File: config.mk
export PLATFORM = sky130hd
export DESIGN_NAME = randomized_set_table
export DESIGN_NICKNAME = d
export VERILOG_FILES = /design/src/rtl/rst_pkg.sv /design/src/rtl/rst_store.sv /design/src/rtl/randomized_set_table.sv
export VERILOG_INCLUDE_DIRS = /design/src /design/src/rtl
export SDC_FILE = /design/constraint.sdc
export NUM_CORES = 2
export LEC_CHECK = 0
export BUFFER_PORTS_ARGS = -buffer_cell sky130_fd_sc_hd__buf_4
export CORE_MARGIN = 1.5
export CORE_UTILIZATION = 50
export CTS_CLUSTER_SIZE = 20
export DETAILED_ROUTE_END_ITERATION = 10
export MAX_ROUTING_LAYER = met4
export PLACE_DENSITY = 0.72
export SETUP_SLACK_MARGIN = 0.5
export SLEW_MARGIN = 25
export SYNTH_ARGS = -nofsm -noshare
export SYNTH_HDL_FRONTEND = slang
export SYNTH_SLANG_ARGS = --single-unit
export TNS_END_PERCENT = 100
File: constraint.sdc
create_clock -name clk -period 7.8 [get_ports clk]
set_input_delay 0.78 -clock clk [delete_from_list [all_inputs] [get_ports clk]]
set_output_delay 0.78 -clock clk [all_outputs]
set_load 0.02 [all_outputs]
File: src/rtl/assert_macros.svh
// Assertion macros for the set table RTL.
`ifndef ASSERT_MACROS_SVH
`define ASSERT_MACROS_SVH

// Check a property on every clock edge outside reset.
`define RST_ASSERT(lbl, clk, rst_n, prop, msg) \
    lbl: assert property (@(posedge clk) disable iff (!rst_n) prop) else $error(msg);

// Check a property on every clock edge, reset included.
`define RST_ASSERT_ALWAYS(lbl, clk, prop, msg) \
    lbl: assert property (@(posedge clk) prop) else $error(msg);

`endif

File: src/rtl/rst_pkg.sv
// Types and codes for the randomized set table.
package rst_pkg;

    typedef enum logic [1:0] {
        CMD_INSERT = 2'd0,
        CMD_REMOVE = 2'd1,
        CMD_PICK   = 2'd2
    } cmd_t;

    typedef enum logic [1:0] {
        STATUS_OK    = 2'd0,
        STATUS_FULL  = 2'd1,
        STATUS_EMPTY = 2'd2
    } status_t;

    localparam int unsigned DRAW_BITS = 16;
    localparam int unsigned SIZE_BITS = 5;
    localparam int unsigned DATA_BITS = 32;

    typedef struct packed {
        cmd_t                        cmd;
        logic signed [DATA_BITS-1:0] value;
        logic [DRAW_BITS-1:0]        random_draw;
    } rst_item_t;

    typedef struct packed {
        logic                        success;
        logic signed [DATA_BITS-1:0] picked_value;
        logic [SIZE_BITS-1:0]        set_size;
        status_t                     status;
    } rst_result_t;

endpackage

File: src/rtl/rst_store.sv
// Register store with parallel compare over occupied entries and one read port.
module rst_store
    import rst_pkg::*;
#(
    parameter int unsigned DEPTH = 16,
    parameter int unsigned WIDTH = 32,
    parameter int unsigned IDX_W = $clog2(DEPTH),
    parameter int unsigned CNT_W = $clog2(DEPTH + 1)
)
(
    input  logic             clk,
    input  logic [CNT_W-1:0] count,
    input  logic [WIDTH-1:0] key,
    input  logic [IDX_W-1:0] rd_addr,
    output logic [WIDTH-1:0] rd_data,
    input  logic             wr_en,
    input  logic [IDX_W-1:0] wr_addr,
    input  logic [WIDTH-1:0] wr_data,
    output logic             hit,
    output logic [IDX_W-1:0] hit_addr
);

    logic [WIDTH-1:0] mem_reg [DEPTH];
    logic [DEPTH-1:0] match;

    always_ff @(posedge clk)
    begin
        if (wr_en)
        begin
            mem_reg[wr_addr] <= wr_data;
        end
    end

    always_comb
    begin
        match = '0;
        for (int i = 0; i < DEPTH; i++)
        begin
            match[i] = (CNT_W'(i) < count) && (mem_reg[i] == key);
        end
    end

    // Values are distinct, so at most one bit of match is set.
    always_comb
    begin
        hit_addr = '0;
        for (int i = 0; i < DEPTH; i++)
        begin
            if (match[i])
            begin
                hit_addr = hit_addr | IDX_W'(i);
            end
        end
    end

    assign hit     = |match;
    assign rd_data = mem_reg[rd_addr];

endmodule

File: src/rtl/randomized_set_table.sv
// Randomized set table top level: command register, set logic and result register.
// The start beat is registered in valid_reg and then in done_reg, which drives the result strobe done.
// Throughput: one command per cycle; busy stays low, the receiver cannot stall.
// Rate set by the single pass from command register through store compare to result.
// Reset clears the set size and the pipeline valids; store contents stay undefined.
module randomized_set_table
    import rst_pkg::*;
#(
    parameter int unsigned CAPACITY   = 16,
    parameter int unsigned VALUE_BITS = 32
)
(
    input  logic        clk,
    input  logic        rst_n,
    input  logic        start,
    output logic        busy,
    input  rst_item_t   item,
    output logic        done,
    output rst_result_t result
);

    `include "assert_macros.svh"

    localparam int unsigned IDX_W  = $clog2(CAPACITY);
    localparam int unsigned CNT_W  = $clog2(CAPACITY + 1);
    localparam int unsigned PROD_W = DRAW_BITS + CNT_W;

    logic                    valid_reg;
    rst_item_t               item_reg;
    logic [CNT_W-1:0]        count_reg;
    logic [CNT_W-1:0]        count_next;
    logic                    done_reg;
    rst_result_t             result_reg;
    rst_result_t             result_next;

    logic [VALUE_BITS+31:0]  value_ext;
    logic [VALUE_BITS-1:0]   key;
    logic [PROD_W-1:0]       product;
    logic [CNT_W-1:0]        pick_full;
    logic [CNT_W-1:0]        last_full;
    logic [IDX_W-1:0]        rd_addr;
    logic [VALUE_BITS-1:0]   rd_data;
    logic [VALUE_BITS+31:0]  picked_ext;
    logic                    wr_en;
    logic [IDX_W-1:0]        wr_addr;
    logic [VALUE_BITS-1:0]   wr_data;
    logic                    hit;
    logic [IDX_W-1:0]        hit_addr;
    logic                    full;

    assign busy = 1'b0;

    always_ff @(posedge clk or negedge rst_n)
    begin
        if (!rst_n)
        begin
            valid_reg <= 1'b0;
            done_reg  <= 1'b0;
            count_reg <= '0;
        end
        else
        begin
            valid_reg <= start;
            done_reg  <= valid_reg;
            count_reg <= count_next;
        end
    end

    always_ff @(posedge clk)
    begin
        if (start)
        begin
            item_reg <= item;
        end
        if (valid_reg)
        begin
            result_reg <= result_next;
        end
    end

    assign value_ext  = {{VALUE_BITS{item_reg.value[DATA_BITS-1]}}, item_reg.value};
    assign key        = value_ext[VALUE_BITS-1:0];
    assign product    = PROD_W'(item_reg.random_draw) * PROD_W'(count_reg);
    assign pick_full  = product[PROD_W-1:DRAW_BITS];
    assign last_full  = count_reg - CNT_W'(1);
    assign rd_addr    = (item_reg.cmd == CMD_REMOVE) ? last_full[IDX_W-1:0]
                                                     : pick_full[IDX_W-1:0];
    assign picked_ext = {32'b0, rd_data};
    assign full       = (count_reg == CNT_W'(CAPACITY));

    rst_store #(
        .DEPTH (CAPACITY),
        .WIDTH (VALUE_BITS),
        .IDX_W (IDX_W),
        .CNT_W (CNT_W)
    ) u_store (
        .clk      (clk),
        .count    (count_reg),
        .key      (key),
        .rd_addr  (rd_addr),
        .rd_data  (rd_data),
        .wr_en    (wr_en),
        .wr_addr  (wr_addr),
        .wr_data  (wr_data),
        .hit      (hit),
        .hit_addr (hit_addr)
    );

    always_comb
    begin
        wr_en                    = 1'b0;
        wr_addr                  = count_reg[IDX_W-1:0];
        wr_data                  = key;
        count_next               = count_reg;
        result_next.success      = 1'b0;
        result_next.picked_value = '0;
        result_next.status       = STATUS_OK;
        if (valid_reg)
        begin
            unique case (item_reg.cmd)
                CMD_INSERT:
                begin
                    if (!hit)
                    begin
                        if (full)
                        begin
                            result_next.status = STATUS_FULL;
                        end
                        else
                        begin
                            wr_en               = 1'b1;
                            count_next          = count_reg + CNT_W'(1);
                            result_next.success = 1'b1;
                        end
                    end
                end
                CMD_REMOVE:
                begin
                    if (hit)
                    begin
                        wr_en               = 1'b1;
                        wr_addr             = hit_addr;
                        wr_data             = rd_data;
                        count_next          = last_full;
                        result_next.success = 1'b1;
                    end
                end
                CMD_PICK:
                begin
                    if (count_reg == '0)
                    begin
                        result_next.status = STATUS_EMPTY;
                    end
                    else
                    begin
                        result_next.success      = 1'b1;
                        result_next.picked_value = picked_ext[DATA_BITS-1:0];
                    end
                end
                default:
                begin
                    result_next.success = 1'b0;
                end
            endcase
        end
        result_next.set_size = SIZE_BITS'(count_next);
    end

    assign done   = done_reg;
    assign result = result_reg;

    `RST_ASSERT(a_count_bound, clk, rst_n, count_reg <= CNT_W'(CAPACITY), "set size above capacity")
    `RST_ASSERT(a_done_follows, clk, rst_n, valid_reg |=> done_reg, "result beat missing")
    `RST_ASSERT(a_count_step, clk, rst_n, (count_reg != $past(count_reg)) |-> $past(valid_reg), "size moved without a command")
    `RST_ASSERT(a_fail_zero, clk, rst_n, (done_reg && !result_reg.success) |-> (result_reg.picked_value == '0), "failed beat carries a value")
    `RST_ASSERT(a_success_ok, clk, rst_n, (done_reg && result_reg.success) |-> (result_reg.status == STATUS_OK), "successful beat flags a status")

endmodule

Word level (Yosys, flattened, before mapping):

Memories as Yosys holds them, arrays and structs flattened.
Index checks and enable logic that the tools add are counted.

* add/subtract/negate cells: 2
* multipliers: 1
* $lt $le $gt $ge: 16
* equality and inequality tests: 19
* mux-type cells: 40
* bitwise operators: 1
* reduce and logical (&&, ||, !) cells: 20

Operators by type and width (count)
* $eq A32 B32 Y1: 16
* $mux W32: 3
* $mux W4: 12
* $lt A4 B5 Y1 const A: 8
* $mux W33: 1
* $lt A3 B5 Y1 const A: 4
* $mul A16 B5 Y20: 1
* $mux W5: 4
* $logic_and A1 B1 Y1: 16
* $reduce_or A16 Y1: 1
* $mux W3: 4
* $lt A1 B5 Y1 const A: 2
* $lt A2 B5 Y1 const A: 2
* $pmux W5 S2: 1
* $mux W1: 9
* $mux W2: 3
* $add A5 B1 Y5 const B: 1
* $eq A5 B5 Y1 const B: 1
* $logic_not A5 Y1: 1
* $sub A5 B1 Y5 const B: 1
* $pmux W2 S2: 1
* $pmux W1 S3: 1
* $eq A2 B1 Y1 const B: 1
* $eq A2 B2 Y1 const B: 1
* 4 further kinds: 4

* register bits: 97
* RAM bits: 512
* input bits: 53
* output and inout bits: 42
* word-level logic and storage cells: 110
* memories: 1

Memory list
* u_store.mem_reg: words 16, bits a word 32, read ports 17, clocked after memory_dff 0, wr ports 1, RTL line rst_store.sv:23 `logic [WIDTH-1:0] mem_reg [DEPTH];`

Depth between registers and ports, before layout:

An unclocked memory read counts as a cell.

* depth in word-level cells: 21
* gate-level depth with buffers: 25
* gate-level depth less buffers: 18

Cells and area by module:

Synthesis repeated with hierarchy kept, for this count alone.

* cells, all modules: 2037
* area, all modules: 32105.8 µm²

By module, submodules not included
* rst_store: instances 1, cells an instance 1526, area each 25977.4 µm², seq. area each 15374.7 µm²
* randomized_set_table: instances 1, cells an instance 511, area each 6128.4 µm², seq. area each 2877.8 µm²

Worst setup path after synthesis:

OpenSTA, ideal clock, no wires.

* path kind: flip-flop to flip-flop
* start: register count_reg[2]
* end: memory u_store.mem_reg[0][9], data pin
* setup time: 0.330 ns
* arrival time: 5.927 ns
* required time: 7.470 ns
* setup slack: 1.543 ns
* stages on the path, launching flop included: 23
* buffers on the path: 6
* period minus slack after synthesis: 6.257 ns
* cell sequence: dfrtp_1 > clkbuf_1 > clkbuf_1 > clkbuf_1 > clkbuf_1 > nand2_1 > fa_1 > fa_1 > fa_1 > inv_1 > ha_1 > a21oi_1 > o221ai_1 > a21bo_1 > a2111o_1 > nand3_2 > buf_4 > clkbuf_1 > mux2_2 > a222oi_1 > o22ai_1 > nor3_1 > a21oi_1

* longest elaborated chain between the ends: 6
* elaborated cells between the ends (all ways): 40
* those cells by class: 1 x add/sub; 1 x mul; 16 x order compare; 4 x mux; 17 x reduce/logical; 1 x memory

Ends and longest elaborated chain
* start: declaration: RTL line randomized_set_table.sv:30 `logic [CNT_W-1:0] count_reg;`
* start signal: assignment: RTL line randomized_set_table.sv:65 `count_reg <= count_next;`
* $mul A16 B5 Y20, or another cell as far along: RTL line randomized_set_table.sv:83 `assign product = PROD_W'(item_reg.random_draw) * PROD_W'(count_reg);`
* $mux W4 or $logic_and A1 B1 Y1 (tied branches): RTL line randomized_set_table.sv:86, rst_store.sv:39
* $mem_v2 Z16 W32 or $reduce_or A16 Y1 (tied branches)
* $mux W32 *: RTL line randomized_set_table.sv:139 `if (hit)`
* $mux W32 *: RTL line randomized_set_table.sv:120 `unique case (item_reg.cmd)`
* $mux W32 *: RTL line randomized_set_table.sv:118 `if (valid_reg)`
* net u_store.wr_data[9]: RTL line rst_store.sv:18 `input logic [WIDTH-1:0] wr_data,`
* end: declaration: RTL line rst_store.sv:23

The timed path passes the listed nets; every way through them passes the cells marked *.

Worst setup path in the final report:

* start: register count_reg[4]
* end: memory u_store.mem_reg[10][1], data pin

* longest elaborated chain between the ends: 6
* elaborated cells between the ends (all ways): 39
* those cells by class: 1 x mul; 16 x order compare; 4 x mux; 17 x reduce/logical; 1 x memory

Ends and longest elaborated chain (RTL line)
* $mul A16 B5 Y20, or another cell as far along: randomized_set_table.sv:83
* $mux W4 or $logic_and A1 B1 Y1 (tied branches): randomized_set_table.sv:86, rst_store.sv:39
* $mem_v2 Z16 W32 or $reduce_or A16 Y1 (tied branches)
* $mux W32 *: randomized_set_table.sv:139
* $mux W32 *: randomized_set_table.sv:120
* $mux W32 *: randomized_set_table.sv:118
* net u_store.wr_data[1]: rst_store.sv:18

Marks and branches as above.

==> impl_metrics.py <==
metrics = {
    "sta": {
        "max_freq_mhz": 147,
        "rsz0062_at_grt": "false",
        "finalSetupTns_ps": 0,
        "drv_slew": 0,
        "setup_viol": 0,
        "tightest_slew_ps": 1240,
        "slew_headroom_pct": 16.7,
        "layout_min_cycle_time_ps": 6820,
        "fin_crit_sh_pct": 87.5,
        "hold_viol_final": 0,
        "finClkSkew_ps": 41.4,
    },
    "global_route": {
        "antenna_found_initial": 9,
        "grt.overflow.total": 0,
        "grt_pass1_vias": 21600,
        "grt_pass1_wl_um": 177000,
        "grt_usage_pct": 41.9,
        "grt_max_degree": 93,
    },
    "place": {
        "globalplace.congestion": 1.08,
        "dp_hpwl_um": 95000,
        "io_buffers": 93,
    },
    "setup_path": {
        "crit_chain": "and2_1, fa_1, fa_1, inv_1, fa_1, inv_1, ha_1, a211oi_1, o211ai_1, and2_1, a21oi_1, and3_4, buf_12, buf_4, mux2_2, a222oi_1, o22ai_1, or3_1, mux2_2",
        "arrival_ps": 7150,
        "cp_top_family": "adder cells",
        "worst_setup_path_end_kind": "register",
        "start_kind": "register",
        "required_ps": 8120,
        "slowest_stage": "dfrtp_1",
        "cp_max_fo": 38,
        "crit_type": "register to register",
        "crit_top_cell": "fa_1",
        "cpPeakStageDelay_ps": 670,
        "path_buf_inv": 4,
    },
    "power_and_ir_drop": {
        "power_w": 0.0100,
        "power_density_nw_per_um2": 276,
        "leakagePower_nw": 12.6,
        "ir_drop_mv": 0.230,
    },
    "logic_synthesis": {
        "synth_seq_cells": 609,
        "synth_ff_type": "edfxtp_1",
        "yosysTopAreaCell": "edfxtp_1",
        "syn-num-nets": 2523,
        "netlist_instances": 2401,
        "ys_types": 62,
        "syn-cell-area_um2": 31600,
        "synth_top_area_share_pct": 57.2,
        "ys_top_cells_by_area": "edfxtp_1 (57%), xor2_1 (12%), mux2_2 (2.9%), a222oi_1 (2.9%), fa_1 (2.5%)",
        "synth_edf_count": 602,
        "synthArstFlopShare_pct": 1.15,
        "synth_warnings": 0,
        "synth.avg_cell_area_um2": 13.2,
        "yosysSeqAreaShare_pct": 57.7,
    },
    "routing": {
        "first_pass_iters": 10,
        "via_count": 22900,
        "drt_iter0_drc": 4531,
        "detail-route-antenna-nets": 0,
        "vias_per_cell": 6.75,
        "wl_um": 131000,
        "drc": 0,
        "wl_per_cell_um": 38.5,
    },
    "cells_and_area": {
        "finish.utilization_pct": 58.5,
        "largest_reg_flops": 512,
        "drive_gt1_share_pct": 17.6,
        "area_growth_pct": 14.8,
        "final_nets": 2630,
        "layout_commonest_cell": "edfxtp_1",
        "layout_common_cells": "edfxtp_1 (602), xor2_1 (433), buf_4 (165), nor4_1 (110), nand2_1 (110)",
    },
    "flow_run": {
        "cap_viol_max_count": 0,
    },
    "clock_tree": {
        "cts_tree": "built",
        "clk_path_buf_depth": 3,
        "clk_pin_slew_ps": 60,
        "cts-root-buf": "clkbuf_16",
        "cts_resized": 0,
        "clk_latency_ps": 650,
        "cts_buffers": 69,
        "cts_sinks": 609,
        "h-tree-depth": 3,
    },
    "floorplan": {
        "die_y_um": 254,
        "ios": 95,
        "start_util_pct": 50.9,
        "die-area_um2": 64700,
        "fp.dieW_um": 254,
        "coreArea_um2": 62100,
        "rows": 91,
    },
    "outcome": {
        "status": "complete, no violations",
    },
    "worst_hold_path": {
        "holdCritPathClass": "input pin to register",
    },
}
## final cells by class
cell class	count	area (um^2)
timing repair buffer	200	1930
tap	837	1050
clock buffer	89	1820
multi-input combinational	1565	12700
clock inverter	30	279
inverter	63	236
sequential	609	18300
antenna	7	17.5
fill	4860	25800
## path summary, 6_finish.rpt
check,startpoint,to,slack (ps),cells after the start
worst max-delay path,count_reg[4],u_store.mem_reg[10][1],980,19
worst min-delay path,item[27],key[11],310,1
worst max register to register,count_reg[4],u_store.mem_reg[10][1],980,19
worst min register to register,item_reg[49],result[0],770,1
max in group asynchronous,rst_n,valid_reg,7140,2
min in group asynchronous,rst_n,done,520,2
## timing repair
action                                 CTS  global route
hold buffers                             1             0
endpoints found under the hold margin    7             0
buffers inserted                         0             0
## metal layers
layer,global-route usage (%),routed length [um],vias to the layer above
met5,-,0,-
met4,24.7,9540,0
met3,11.9,17000,344
met2,59.8,56900,1908
met1,53.0,47600,11500
li1,-,-,9199
## power by group
group / total (W) / internal, W / switching [W] / leakage, nW
combinational: 0.00302 / 0.00101 / 0.00201 / 5.96
sequential: 0.00387 / 0.00374 / 0.000136 / 5.60
clock: 0.00311 / 0.00176 / 0.00136 / 1.02
total: 0.0100 / 0.00650 / 0.00350 / 12.6
## synth_stat cells (40+ instances only)
cell type / count
a21oi_1: 70
buf_2: 86
nor2_1: 122
inv_1: 63
clkbuf_1: 57
xor2_1: 434
a222oi_1: 90
nor4_1: 115
fa_1: 40
nand4_1: 42
nand2_1: 110
and2_1: 58
xnor2_1: 88
edfxtp_1: 602
mux2_2: 81
## kinds of logic (layout without fill, tap and decap cells)
kind of cell             after synthesis  count (layout)  synth area share, %
AND/OR/NAND/NOR                      549             549                 9.06
other                                  1               8               0.0119
XOR/XNOR                             522             522                 14.5
buffers and inverters                227             382                 3.20
adder cells (fa/ha/maj)               69              69                 3.68
AO/OA/AOI/OAI                        287             287                 7.04
flip-flops                           609             609                 57.7
multiplexers                         137             137                 4.80
## metrics by stage
stage / worst slack, ps / instances / hold slack (ps) / cell area, um^2
2_1_floorplan: 1540 / 2401 / 484 / 31600
3_5_place_dp: 756 / 3272 / 608 / 34000
5_1_grt: 669 / 3400 / 301 / 36300
3_3_place_gp: 971 / 3271 / 605 / 34000
6_report: 976 / 3400 / 307 / 36300
4_1_cts: 738 / 3392 / 303 / 36100
(Power assumes the default switching activity.)
